<file path="config.mk">
export PLATFORM = sky130hd
export DESIGN_NAME = frame_checksum_topic_filter
export DESIGN_NICKNAME = d
export VERILOG_FILES = /design/src/rtl/cfc_pkg.sv /design/src/rtl/cfc_fifo.sv /design/src/rtl/cfc_front.sv /design/src/rtl/cfc_back.sv /design/src/rtl/frame_checksum_topic_filter.sv
export SDC_FILE = /design/constraint.sdc
export NUM_CORES = 1
export LEC_CHECK = 0
export ABC_AREA = 1
export BUFFER_PORTS_ARGS = -buffer_cell sky130_fd_sc_hd__buf_2
export CORE_MARGIN = 1.5
export CORE_UTILIZATION = 50
export CTS_CLUSTER_SIZE = 14
export DETAILED_ROUTE_END_ITERATION = 16
export PLACE_DENSITY = 0.66
export SYNTH_ARGS = -nofsm -noshare
export SYNTH_HDL_FRONTEND = slang
export SYNTH_HIERARCHICAL = 1
export SYNTH_SLANG_ARGS = --single-unit
export TNS_END_PERCENT = 10
</file>
<file path="constraint.sdc">
create_clock -name clock -period 10.3 [get_ports clock]
set_input_delay 3.09 -clock clock [delete_from_list [all_inputs] [get_ports clock]]
set_output_delay 3.09 -clock clock [all_outputs]
set_load 0.05 [all_outputs]
</file>
<file path="src/rtl/cfc_pkg.sv">
// ----------------------------------------------------------------------------
// cfc_pkg
// Shared types, constants and a rotate helper for the frame checksum and topic filter.
// ----------------------------------------------------------------------------
package cfc_pkg;

   localparam int HEADER_BYTES  = 26;
   localparam int DONE_W        = 13;
   localparam int END_W         = 17;
   localparam int CSR_INDEX_W   = 3;
   localparam int CSR_DATA_W    = 32;
   localparam int MAX_TOPICS    = 4;

   localparam int POS_CSUM_HI   = 0;
   localparam int POS_CSUM_LO   = 1;
   localparam int POS_SUM_START = 2;
   localparam int POS_TOPIC_B3  = 18;
   localparam int POS_TOPIC_B2  = 19;
   localparam int POS_TOPIC_B1  = 20;
   localparam int POS_TOPIC_B0  = 21;
   localparam int POS_LEN_HI    = 24;
   localparam int POS_LEN_LO    = 25;

   typedef enum logic [CSR_INDEX_W-1:0] {
      CSR_CHECK_ENABLE = 3'd0,
      CSR_TOPIC_A      = 3'd1,
      CSR_TOPIC_B      = 3'd2,
      CSR_TOPIC_C      = 3'd3,
      CSR_TOPIC_D      = 3'd4,
      CSR_TOPIC_MASK   = 3'd5
   } csr_index_type;

   typedef struct packed {
      logic [15:0]       sum;
      logic [DONE_W-1:0] done;
      logic [15:0]       length;
      logic [31:0]       topic;
      logic [15:0]       csum;
      logic              overflow;
   } rec_type;

   typedef struct packed {
      logic        accepted;
      logic        checksum_ok;
      logic        topic_ok;
      logic        length_ok;
      logic [31:0] topic;
      logic [15:0] length;
      logic [15:0] sum;
   } rsp_type;

   function automatic logic [15:0] rotr16(input logic [15:0] v, input logic [3:0] k);
      logic [31:0] dbl;
      dbl = {v, v} >> k;
      return dbl[15:0];
   endfunction

endpackage

</file>
<file path="src/rtl/cfc_fifo.sv">
// ----------------------------------------------------------------------------
// cfc_fifo
// Small register queue that decouples the two sides of the filter.
// ----------------------------------------------------------------------------
module cfc_fifo #(
   parameter int WIDTH = 8,
   parameter int DEPTH = 2
) (
   input  logic             clock,
   input  logic             reset,
   input  logic             push,
   input  logic [WIDTH-1:0] push_data,
   output logic             full,
   input  logic             pop,
   output logic [WIDTH-1:0] pop_data,
   output logic             empty
);
   localparam int PTR_W = (DEPTH > 1) ? $clog2(DEPTH) : 1;
   localparam int CNT_W = $clog2(DEPTH + 1);

   logic [WIDTH-1:0] mem_ff [DEPTH];
   logic [PTR_W-1:0] wr_ptr_ff, wr_ptr_in;
   logic [PTR_W-1:0] rd_ptr_ff, rd_ptr_in;
   logic [CNT_W-1:0] count_ff, count_in;
   logic             do_push, do_pop;

   assign full     = (count_ff == CNT_W'(DEPTH));
   assign empty    = (count_ff == '0);
   assign do_push  = push && !full;
   assign do_pop   = pop && !empty;
   assign pop_data = mem_ff[rd_ptr_ff];

   always_comb begin
      wr_ptr_in = wr_ptr_ff;
      rd_ptr_in = rd_ptr_ff;
      count_in  = count_ff;
      if (do_push) begin
         wr_ptr_in = (wr_ptr_ff == PTR_W'(DEPTH - 1)) ? '0 : wr_ptr_ff + 1'b1;
      end
      if (do_pop) begin
         rd_ptr_in = (rd_ptr_ff == PTR_W'(DEPTH - 1)) ? '0 : rd_ptr_ff + 1'b1;
      end
      if (do_push && !do_pop) begin
         count_in = count_ff + 1'b1;
      end else if (do_pop && !do_push) begin
         count_in = count_ff - 1'b1;
      end
   end

   always_ff @(posedge clock) begin
      if (reset) begin
         wr_ptr_ff <= '0;
         rd_ptr_ff <= '0;
         count_ff  <= '0;
      end else begin
         wr_ptr_ff <= wr_ptr_in;
         rd_ptr_ff <= rd_ptr_in;
         count_ff  <= count_in;
      end
   end

   always_ff @(posedge clock) begin
      if (do_push) begin
         mem_ff[wr_ptr_ff] <= push_data;
      end
   end

endmodule

</file>
<file path="src/rtl/cfc_front.sv">
// ----------------------------------------------------------------------------
// cfc_front
// Per-byte stage: tracks position, captures header fields, runs the sum.
// ----------------------------------------------------------------------------
module cfc_front #(
   parameter int MAX_FRAME_BYTES = 1023
) (
   input  logic             clock,
   input  logic             reset,
   input  logic             byte_valid,
   input  logic [7:0]       frame_byte,
   input  logic             last_byte,
   output logic             rec_push,
   output cfc_pkg::rec_type rec_data
);
   import cfc_pkg::*;

   localparam int POS_W = $clog2(MAX_FRAME_BYTES + 2);
   localparam logic [POS_W-1:0] MAX_POS = POS_W'(MAX_FRAME_BYTES);

   logic [POS_W-1:0] pos_ff, pos_in, pos_next;
   logic [15:0]      sum_ff, sum_in;
   logic [15:0]      csum_ff, csum_in;
   logic [31:0]      topic_ff, topic_in;
   logic [15:0]      len_ff, len_in;
   logic             ovf_ff, ovf_in;
   logic [POS_W-1:0] done;

   always_comb begin
      pos_in   = pos_ff;
      sum_in   = sum_ff;
      csum_in  = csum_ff;
      topic_in = topic_ff;
      len_in   = len_ff;
      ovf_in   = ovf_ff;
      pos_next = (pos_ff <= MAX_POS) ? pos_ff + 1'b1 : pos_ff;
      done     = '0;
      rec_push = 1'b0;
      rec_data = '0;

      if (byte_valid) begin
         if (pos_ff < MAX_POS) begin
            if (pos_ff == POS_W'(POS_CSUM_HI)) csum_in[15:8]  = frame_byte;
            if (pos_ff == POS_W'(POS_CSUM_LO)) csum_in[7:0]   = frame_byte;
            if (pos_ff == POS_W'(POS_TOPIC_B3)) topic_in[31:24] = frame_byte;
            if (pos_ff == POS_W'(POS_TOPIC_B2)) topic_in[23:16] = frame_byte;
            if (pos_ff == POS_W'(POS_TOPIC_B1)) topic_in[15:8]  = frame_byte;
            if (pos_ff == POS_W'(POS_TOPIC_B0)) topic_in[7:0]   = frame_byte;
            if (pos_ff == POS_W'(POS_LEN_HI))  len_in[15:8]   = frame_byte;
            if (pos_ff == POS_W'(POS_LEN_LO))  len_in[7:0]    = frame_byte;
            if (pos_ff >= POS_W'(POS_SUM_START) &&
                END_W'(pos_ff) < END_W'(HEADER_BYTES) + END_W'(len_ff)) begin
               sum_in = {sum_ff[0], sum_ff[15:1]} + {8'h00, frame_byte};
            end
         end
         pos_in = pos_next;
         ovf_in = ovf_ff | (pos_next > MAX_POS);

         if (last_byte) begin
            done = (pos_next > MAX_POS) ? MAX_POS : pos_next;
            if (done < POS_W'(POS_SUM_START)) done = POS_W'(POS_SUM_START);
            rec_push          = 1'b1;
            rec_data.sum      = sum_in;
            rec_data.done     = DONE_W'(done);
            rec_data.length   = len_in;
            rec_data.topic    = topic_in;
            rec_data.csum     = csum_in;
            rec_data.overflow = ovf_in;
            // clear for the next frame
            pos_in   = '0;
            sum_in   = '0;
            csum_in  = '0;
            topic_in = '0;
            len_in   = '0;
            ovf_in   = 1'b0;
         end
      end
   end

   always_ff @(posedge clock) begin
      if (reset) begin
         pos_ff   <= '0;
         sum_ff   <= '0;
         csum_ff  <= '0;
         topic_ff <= '0;
         len_ff   <= '0;
         ovf_ff   <= 1'b0;
      end else begin
         pos_ff   <= pos_in;
         sum_ff   <= sum_in;
         csum_ff  <= csum_in;
         topic_ff <= topic_in;
         len_ff   <= len_in;
         ovf_ff   <= ovf_in;
      end
   end

endmodule

</file>
<file path="src/rtl/cfc_back.sv">
// ----------------------------------------------------------------------------
// cfc_back
// Verdict stage: finishes the sum, checks checksum, topic and length.
// ----------------------------------------------------------------------------
module cfc_back #(
   parameter int TOPIC_ENTRIES   = 4,
   parameter int MAX_FRAME_BYTES = 1023
) (
   input  logic                             clock,
   input  logic                             reset,
   input  logic                             csr_write_enable,
   input  logic [cfc_pkg::CSR_INDEX_W-1:0]  csr_index,
   input  logic [cfc_pkg::CSR_DATA_W-1:0]   csr_write_data,
   input  logic                             rec_empty,
   input  cfc_pkg::rec_type                 rec_data,
   output logic                             rec_pop,
   input  logic                             rsp_full,
   output logic                             rsp_push,
   output cfc_pkg::rsp_type                 rsp_data
);
   import cfc_pkg::*;

   logic                     check_en_ff;
   logic [31:0]              topic_tab_ff [TOPIC_ENTRIES];
   logic [TOPIC_ENTRIES-1:0] mask_ff;

   logic [END_W-1:0] end_val, done_ext, diff;
   logic [15:0]      sum;
   logic             csum_ok, topic_ok, len_ok;

   always_ff @(posedge clock) begin
      if (reset) begin
         check_en_ff <= 1'b1;
         mask_ff     <= '0;
         for (int e = 0; e < TOPIC_ENTRIES; e++) begin
            topic_tab_ff[e] <= '0;
         end
      end else if (csr_write_enable) begin
         if (csr_index == CSR_CHECK_ENABLE) check_en_ff <= csr_write_data[0];
         if (csr_index == CSR_TOPIC_MASK)   mask_ff     <= csr_write_data[TOPIC_ENTRIES-1:0];
         for (int e = 0; e < TOPIC_ENTRIES; e++) begin
            if (csr_index == CSR_TOPIC_A + CSR_INDEX_W'(e)) begin
               topic_tab_ff[e] <= csr_write_data;
            end
         end
      end
   end

   always_comb begin
      end_val  = END_W'(HEADER_BYTES) + END_W'(rec_data.length);
      done_ext = END_W'(rec_data.done);
      diff     = end_val - done_ext;
      sum      = (done_ext < end_val) ? rotr16(rec_data.sum, diff[3:0]) : rec_data.sum;
      csum_ok  = (sum == rec_data.csum);
      topic_ok = 1'b0;
      for (int e = 0; e < TOPIC_ENTRIES; e++) begin
         if (mask_ff[e] && topic_tab_ff[e] == rec_data.topic) topic_ok = 1'b1;
      end
      len_ok = !rec_data.overflow &&
               (rec_data.length <= 16'(MAX_FRAME_BYTES - HEADER_BYTES));

      rec_pop              = !rec_empty && !rsp_full;
      rsp_push             = rec_pop;
      rsp_data.accepted    = (!check_en_ff || csum_ok) && topic_ok && len_ok;
      rsp_data.checksum_ok = csum_ok;
      rsp_data.topic_ok    = topic_ok;
      rsp_data.length_ok   = len_ok;
      rsp_data.topic       = rec_data.topic;
      rsp_data.length      = rec_data.length;
      rsp_data.sum         = sum;
   end

endmodule

</file>
<file path="src/rtl/frame_checksum_topic_filter.sv">
// A result passes the frame queue and then the result queue to the result ports.
// Throughput: one byte per cycle while full is low; rotate-and-add sets the rate.
// Full rises only when the frame queue between the byte and verdict stages fills.
// Reset: synchronous; clears frame state and queues, loads register defaults.
// ----------------------------------------------------------------------------
// frame_checksum_topic_filter
// Top level: byte stage, frame queue, verdict stage and result queue.
// ----------------------------------------------------------------------------
module frame_checksum_topic_filter #(
   parameter int TOPIC_ENTRIES   = 4,
   parameter int MAX_FRAME_BYTES = 1023
) (
   input  logic                             clock,
   input  logic                             reset,
   input  logic                             push,
   output logic                             full,
   input  logic [7:0]                       req_frame_byte,
   input  logic                             req_last_byte,
   output logic                             empty,
   input  logic                             pop,
   output logic                             rsp_accepted,
   output logic                             rsp_checksum_ok,
   output logic                             rsp_topic_ok,
   output logic                             rsp_length_ok,
   output logic [31:0]                      rsp_frame_topic_out,
   output logic [15:0]                      rsp_data_length_out,
   output logic [15:0]                      rsp_computed_sum,
   input  logic                             csr_write_enable,
   input  logic [cfc_pkg::CSR_INDEX_W-1:0]  csr_index,
   input  logic [cfc_pkg::CSR_DATA_W-1:0]   csr_write_data
);
   import cfc_pkg::*;

   logic    rec_push, rec_full, rec_pop, rec_empty;
   rec_type rec_in, rec_out;
   logic    rsp_push, rsp_full;
   rsp_type rsp_in, rsp_out;

   cfc_front #(
      .MAX_FRAME_BYTES(MAX_FRAME_BYTES)
   ) u_front (
      .clock      (clock),
      .reset      (reset),
      .byte_valid (push && !full),
      .frame_byte (req_frame_byte),
      .last_byte  (req_last_byte),
      .rec_push   (rec_push),
      .rec_data   (rec_in)
   );

   cfc_fifo #(
      .WIDTH($bits(rec_type)),
      .DEPTH(2)
   ) u_rec_fifo (
      .clock     (clock),
      .reset     (reset),
      .push      (rec_push),
      .push_data (rec_in),
      .full      (rec_full),
      .pop       (rec_pop),
      .pop_data  (rec_out),
      .empty     (rec_empty)
   );

   assign full = rec_full;

   cfc_back #(
      .TOPIC_ENTRIES  (TOPIC_ENTRIES),
      .MAX_FRAME_BYTES(MAX_FRAME_BYTES)
   ) u_back (
      .clock            (clock),
      .reset            (reset),
      .csr_write_enable (csr_write_enable),
      .csr_index        (csr_index),
      .csr_write_data   (csr_write_data),
      .rec_empty        (rec_empty),
      .rec_data         (rec_out),
      .rec_pop          (rec_pop),
      .rsp_full         (rsp_full),
      .rsp_push         (rsp_push),
      .rsp_data         (rsp_in)
   );

   cfc_fifo #(
      .WIDTH($bits(rsp_type)),
      .DEPTH(2)
   ) u_rsp_fifo (
      .clock     (clock),
      .reset     (reset),
      .push      (rsp_push),
      .push_data (rsp_in),
      .full      (rsp_full),
      .pop       (pop),
      .pop_data  (rsp_out),
      .empty     (empty)
   );

   assign rsp_accepted        = rsp_out.accepted;
   assign rsp_checksum_ok     = rsp_out.checksum_ok;
   assign rsp_topic_ok        = rsp_out.topic_ok;
   assign rsp_length_ok       = rsp_out.length_ok;
   assign rsp_frame_topic_out = rsp_out.topic;
   assign rsp_data_length_out = rsp_out.length;
   assign rsp_computed_sum    = rsp_out.sum;

endmodule
</file>
==> After elaboration in Yosys (flattened, before gate mapping) <==
Memories as Yosys holds them, arrays and structs flattened. A register that Yosys moved wholly into a read port is not among the register bits.
Index checks and enable logic that the tools add are counted.
{ "word_totals": {"memories": 3, "out_inout_bits": 70, "register_bits": 105, "inputBits": 49, "ram_bits": 452} }
{ "memory_table": {"columns": ["memory", "depth", "word_bits", "rd", "rd_ports_with_merged_regs", "write_ports", "line", "source"], "rows": [
  ["u_rec_fifo.mem_ff", 2, 94, 1, 1, 1, "cfc_fifo.sv:21", "logic [WIDTH-1:0] mem_ff [DEPTH];"],
  ["u_rsp_fifo.mem_ff", 2, 68, 1, 1, 1, "cfc_fifo.sv:21", null],
  ["u_back.topic_tab_ff", 4, 32, 4, 0, 4, "cfc_back.sv:24", "logic [31:0] topic_tab_ff [TOPIC_ENTRIES];"]
]} }
{ "classes": {"reduce_logical": 37, "magnitude_cmp": 8, "bitwise_logic": 5, "n_mux": 69, "add_sub_neg": 13, "shift": 1, "eq_ne": 19} }
{ "ops": {"columns": ["cell", "count"], "rows": [
  ["$mux W32", 6],
  ["$mux W94", 2],
  ["$eq A32 B32 Y1", 4],
  ["$mux W16", 8],
  ["$eq A11 B5 Y1 const B", 6],
  ["$mux W8", 8],
  ["$mux W11", 4],
  ["$mux W1", 37],
  ["$add A5 B16 Y17 const A", 2],
  ["$shr A32 B4 Y16", 1],
  ["$logic_and A1 B1 Y1", 18],
  ["$lt A11 B17 Y1", 1],
  ["$lt A13 B17 Y1", 1],
  ["$add A16 B8 Y16", 1],
  ["$eq A16 B16 Y1", 1],
  ["$le A16 B10 Y1 const B", 1],
  ["$add A11 B1 Y11 const B", 1],
  ["$eq A11 B1 Y1 const B", 1],
  ["$ge A11 B2 Y1 const B", 1],
  ["$gt A11 B10 Y1 const B", 1],
  ["$le A11 B10 Y1 const B", 1],
  ["$logic_not A11 Y1", 1],
  ["$lt A11 B10 Y1 const B", 1],
  ["$lt A11 B2 Y1 const B", 1],
  ["16 further kinds", 43]
]} }

==> Longest topological paths before layout <==
{ "depth": {"depth_word": 9, "mapped_depth": 26} }

==> By module <==
The synthesis kept the hierarchy.
{ "modules_own_cells": {"columns": ["module", "cells_per_inst", "seq_area_each_um2", "area_per_inst_um2", "instances"], "rows": [
  ["cfc_back", 1159, 3943.8, 9100.0, 1],
  ["cfc_fifo at u_rec_fifo", 329, 5745.5, 7036.7, 1],
  ["cfc_front", 1065, 1841.8, 6431.2, 1],
  ["cfc_fifo at u_rsp_fifo", 249, 4184.0, 5240.0, 1],
  ["frame_checksum_topic_filter", 2, 0.0, 10.0, 1]
]} }

==> Least setup slack after synthesis <==
Ideal clock, no wire load.
{ "synth_timing": {"path_type": "in2reg", "startpoint": "in push", "endpoint": "mem u_rec_fifo/mem_ff[0][0] (netlist bit) (enable)", "n_path_buf": 1, "t_arrival_ns": 7.629, "setup_ns": 0.548, "stages": 7, "path_slack_ns": 2.123, "cell_sequence": "inv_1 nor2_2 buf_2 nand2_1 inv_1 o21ai_0 nor2_1"} }
{ "synth_via": {"elab_chain_cells": 5} }
{ "synth_rtl": {"columns": ["element", "line", "source"], "rows": [
  ["start: declaration", "frame_checksum_topic_filter.sv:15", "input logic push,"],
  ["$logic_and A1 B1 Y1", "frame_checksum_topic_filter.sv:44", ".byte_valid (push && !full),"],
  ["$mux W1", "cfc_front.sv:41", "if (byte_valid) begin"],
  ["via rec_push", "frame_checksum_topic_filter.sv:34", "logic rec_push, rec_full, rec_pop, rec_empty;"],
  ["$logic_and A1 B1 Y1", "cfc_fifo.sv:29", "assign do_push = push && !full;"],
  ["$mux W1", "cfc_fifo.sv:63", "if (do_push) begin"],
  ["$mux W1 (not written as such)", "cfc_fifo.sv:64", "mem_ff[wr_ptr_ff] <= push_data;"],
  ["end: declaration", "cfc_fifo.sv:21", null]
]} }
The timed path passes the listed nets, and every way through them passes these cells.

==> Final worst setup path <==
{ "layout_timing": {"startpoint": "in push", "endpoint": "mem u_rec_fifo/mem_ff[0][33] (netlist bit) (enable)"} }
Same word-level chain as after synthesis.

==> flow_metrics.env <==
export IMPL_place_congestion=0.923
export IMPL_synth_cell_area_mm2=0.0278
export IMPL_r2r_end="u_rsp_fifo/mem_ff[1][67]$_DFFE_PP_"
export IMPL_htree_levels=2
export IMPL_area_growth_pct=9.49
export IMPL_required_ns=10.53
export IMPL_rsz0062_at_grt="false"
export IMPL_max_freq_mhz=162
export IMPL_wire_per_inst_um=20.1
export IMPL_power_leakage_nw=11.9
export IMPL_fin_setup_tns_ns=0
export IMPL_ys_warn_count=6
export IMPL_initial_core_util_pct=50.5
export IMPL_r2r_cells=23
export IMPL_fin_area_mm2=0.0305
export IMPL_drive_gt1_share_pct=15.5
export IMPL_portBuffers=118
export IMPL_skew_ns=0.0239
export IMPL_status="complete, no violations"
export IMPL_maxSlewViolCount=0
export IMPL_grt_busiest_layer="met1"
export IMPL_criticalPathCategory="in -> reg"
export IMPL_cts_setup_buffers=0
export IMPL_power_density_mw_per_mm2=270
export IMPL_r2r_slack_ns=4.65
export IMPL_layout_min_cycle_time_ns=6.17
export IMPL_fillCellCount=4827
export IMPL_period_share_pct=59.9
export IMPL_grtUsageMet2_pct=36.8
export IMPL_maxSlewHeadroom_pct=22.3
export IMPL_worstPathArrival_ns=6.40
export IMPL_dieWidth_um=239
export IMPL_peakVddDrop_v=0.000193
export IMPL_postPlaceCellArea_mm2=0.0286
export IMPL_use_met3_pct=6.04
export IMPL_cts_sinks=559
export IMPL_final_util_pct=55.3
export IMPL_clock_power_share_pct=25.3
export IMPL_drv_cap=0
export IMPL_ys_ff_latch=559
export IMPL_comb_power_share_pct=38.1
export IMPL_intPower_w=0.00499
export IMPL_drc_errors=0
export IMPL_row_count=86
export IMPL_finalHoldViolations=0
export IMPL_grt_max_degree=86
export IMPL_grt_pass1_vias=18600
export IMPL_async_reset_ff_share_pct=0
export IMPL_setup_violations_final=0
export IMPL_end_kind="flip-flop"
export IMPL_drtIter0Drc=2647
export IMPL_layout_common_cells="nand2_1, edfxtp_1, nor2_1"
export IMPL_syn_area_per_cell_um2=9.92
export IMPL_root_buffer="clkbuf_16"
export IMPL_vias_per_cell=5.57
export IMPL_clock_latency_ns=0.62
export IMPL_switchingPower_w=0.00323
export IMPL_cp_max_fo=70
export IMPL_core_mm2=0.0551
export IMPL_io_pins=119
export IMPL_yosysUniqueCellTypes=55
export IMPL_hold_path_class="reg -> reg"
export IMPL_grt_pass1_wl_um=110000
export IMPL_grt_total_usage_pct=25.4
export IMPL_clkTransAtPathRegs_ns=0.06
export IMPL_seqPwrFrac_pct=36.6
export IMPL_die_area_mm2=0.0571
export IMPL_routed_wl_um=73000
export IMPL_seq_area_frac_synth_pct=56.5
export IMPL_dp_hpwl_um=50300
export IMPL_worst_setup_path_start_kind="input pin"
export IMPL_synth_main_ff_cell="edfxtp_1"
export IMPL_mostFrequentLayoutCell="nand2_1"
export IMPL_grtUsageMet1_pct=38.8
export IMPL_hold_slack_ns=0.486
export IMPL_overflow=0
export IMPL_antenna_found_initial=3
export IMPL_final_net_count=2937
export IMPL_switching_share_pct=39.3
export IMPL_ctsResizeCount=0
export IMPL_ant_nets=0
export IMPL_worst_pin_slew_ns=1.16
export IMPL_n_antenna_cell=0
export IMPL_critPathLaunch="push"
export IMPL_drt_pass1_iter_count=6
export IMPL_synth_enable_flop_cells=452
export IMPL_vias=20300
export IMPL_cts_hold_repair_buffers=0
export IMPL_syn_inst=2804
export IMPL_fp_dieH_um=239
export IMPL_cts_made_buffers=55
export IMPL_clockBufferDepth=3
export IMPL_critPathCapture="u_rec_fifo/mem_ff[0][33]$_DFFE_PP_"
export IMPL_cts_tree="yes"
==> cells in the mapped netlist (6+ instances only) <==
master / number / area [um2]
o21ai_0: 137 / 686
nor2_1: 363 / 1360
nand2_1: 519 / 1950
clkbuf_1: 59 / 221
a21oi_1: 65 / 325
xnor2_1: 17 / 149
mux2_4: 20 / 300
o22ai_1: 87 / 544
nand4_1: 41 / 257
buf_2: 23 / 115
edfxtp_1: 452 / 13600
inv_1: 320 / 1200
nor3_1: 15 / 75.1
or2_2: 19 / 119
ha_1: 42 / 526
dfxtp_1: 107 / 2140
a22o_1: 9 / 78.8
a221oi_1: 11 / 96.3
nand3b_1: 10 / 75.1
buf_6: 11 / 124
buf_4: 60 / 450
nand3_1: 137 / 686
nand3_2: 6 / 60.1
mux2_2: 142 / 1600
xor2_1: 45 / 394
nor4_1: 15 / 93.8
==> metrics by stage <==
step	setup slack [ns]	std cells	power, W
after floorplan	2.12	2806	0.00543
after global placement	3.62	3535	0.00610
after detailed placement	3.54	3535	0.00615
after CTS	4.18	3638	0.00822
after global routing	3.94	3638	0.00862
final	4.13	3638	0.00821
==> cell families after synthesis <==
family / synth area share, %
AOI/OAI and AO/OA: 7.15
xor gates and xnor gates: 2.13
adders and majority gates: 2.03
buffers and inverters: 7.88
DFF: 56.5
muxes: 6.83
other: 0.0135
and+or+nand+nor: 17.5
==> registers in the layout, summed over array words and instances, names as in the netlist, 2 cells and up, named ones only <==
signal / cells
u_back/topic_tab_ff: 128
u_front/csum_ff: 16
u_front/sum_ff: 16
u_front/topic_ff: 32
u_rsp_fifo/count_ff: 2
u_front/len_ff: 16
u_rec_fifo/mem_ff: 188
u_rec_fifo/count_ff: 2
u_back/mask_ff: 4
u_rsp_fifo/mem_ff: 136
u_front/pos_ff: 11
==> area by class of cell <==
class,instances,area [um2],share of cell area (%)
clock buffers,72,1500,4.93
clock inverters,31,374,1.23
inverters,329,1230,4.05
multi-input cells,1762,9960,32.7
flip-flops and latches,559,15700,51.6
well taps,748,936,3.07
repair buffers,137,733,2.41
==> worst min-delay path by stage <==
stage | end | start | slack, ns | cells after the start
3_3_place_gp | u_front/sum_ff[1]$_SDFFE_PP0P_ | u_front/sum_ff[1]$_SDFFE_PP0P_ | 0.47 | 2
6_report | u_front/sum_ff[4]$_SDFFE_PP0P_ | u_front/sum_ff[4]$_SDFFE_PP0P_ | 0.49 | 2
5_1_grt | u_front/sum_ff[3]$_SDFFE_PP0P_ | u_front/sum_ff[3]$_SDFFE_PP0P_ | 0.51 | 2
3_5_place_dp | u_front/sum_ff[1]$_SDFFE_PP0P_ | u_front/sum_ff[1]$_SDFFE_PP0P_ | 0.48 | 2
2_1_floorplan | u_back/check_en_ff$_SDFFE_PP1P_ | u_back/check_en_ff$_SDFFE_PP1P_ | 0.46 | 2
4_1_cts | u_front/sum_ff[1]$_SDFFE_PP0P_ | u_front/sum_ff[1]$_SDFFE_PP0P_ | 0.49 | 2
==> critical path, stage by stage <==
cell,delay [ns]
buf_2,0.08
inv_1,0.06
nor2_4,0.07
buf_4,0.64
nand2_2,0.09
inv_1,0.16
o21ai_0,0.31
nor2_4,0.98
buf_4,0.77
==> power groups by stage <==
stage / Combinational (W) / Clock (W) / Sequential, W
2_1_floorplan: 0.00244 / 0 / 0.00299
4_1_cts: 0.00310 / 0.00211 / 0.00301
3_5_place_dp: 0.00309 / 0 / 0.00305
3_3_place_gp: 0.00306 / 0 / 0.00304
6_report: 0.00313 / 0.00208 / 0.00300
5_1_grt: 0.00340 / 0.00219 / 0.00303
==> layer usage <==
metal  vias up  wire, um
met5         -         8
met2       840     31100
met4         2      1010
li1       9537         -
met3        79      7210
met1      9797     33700
(Power assumes the default switching activity.)
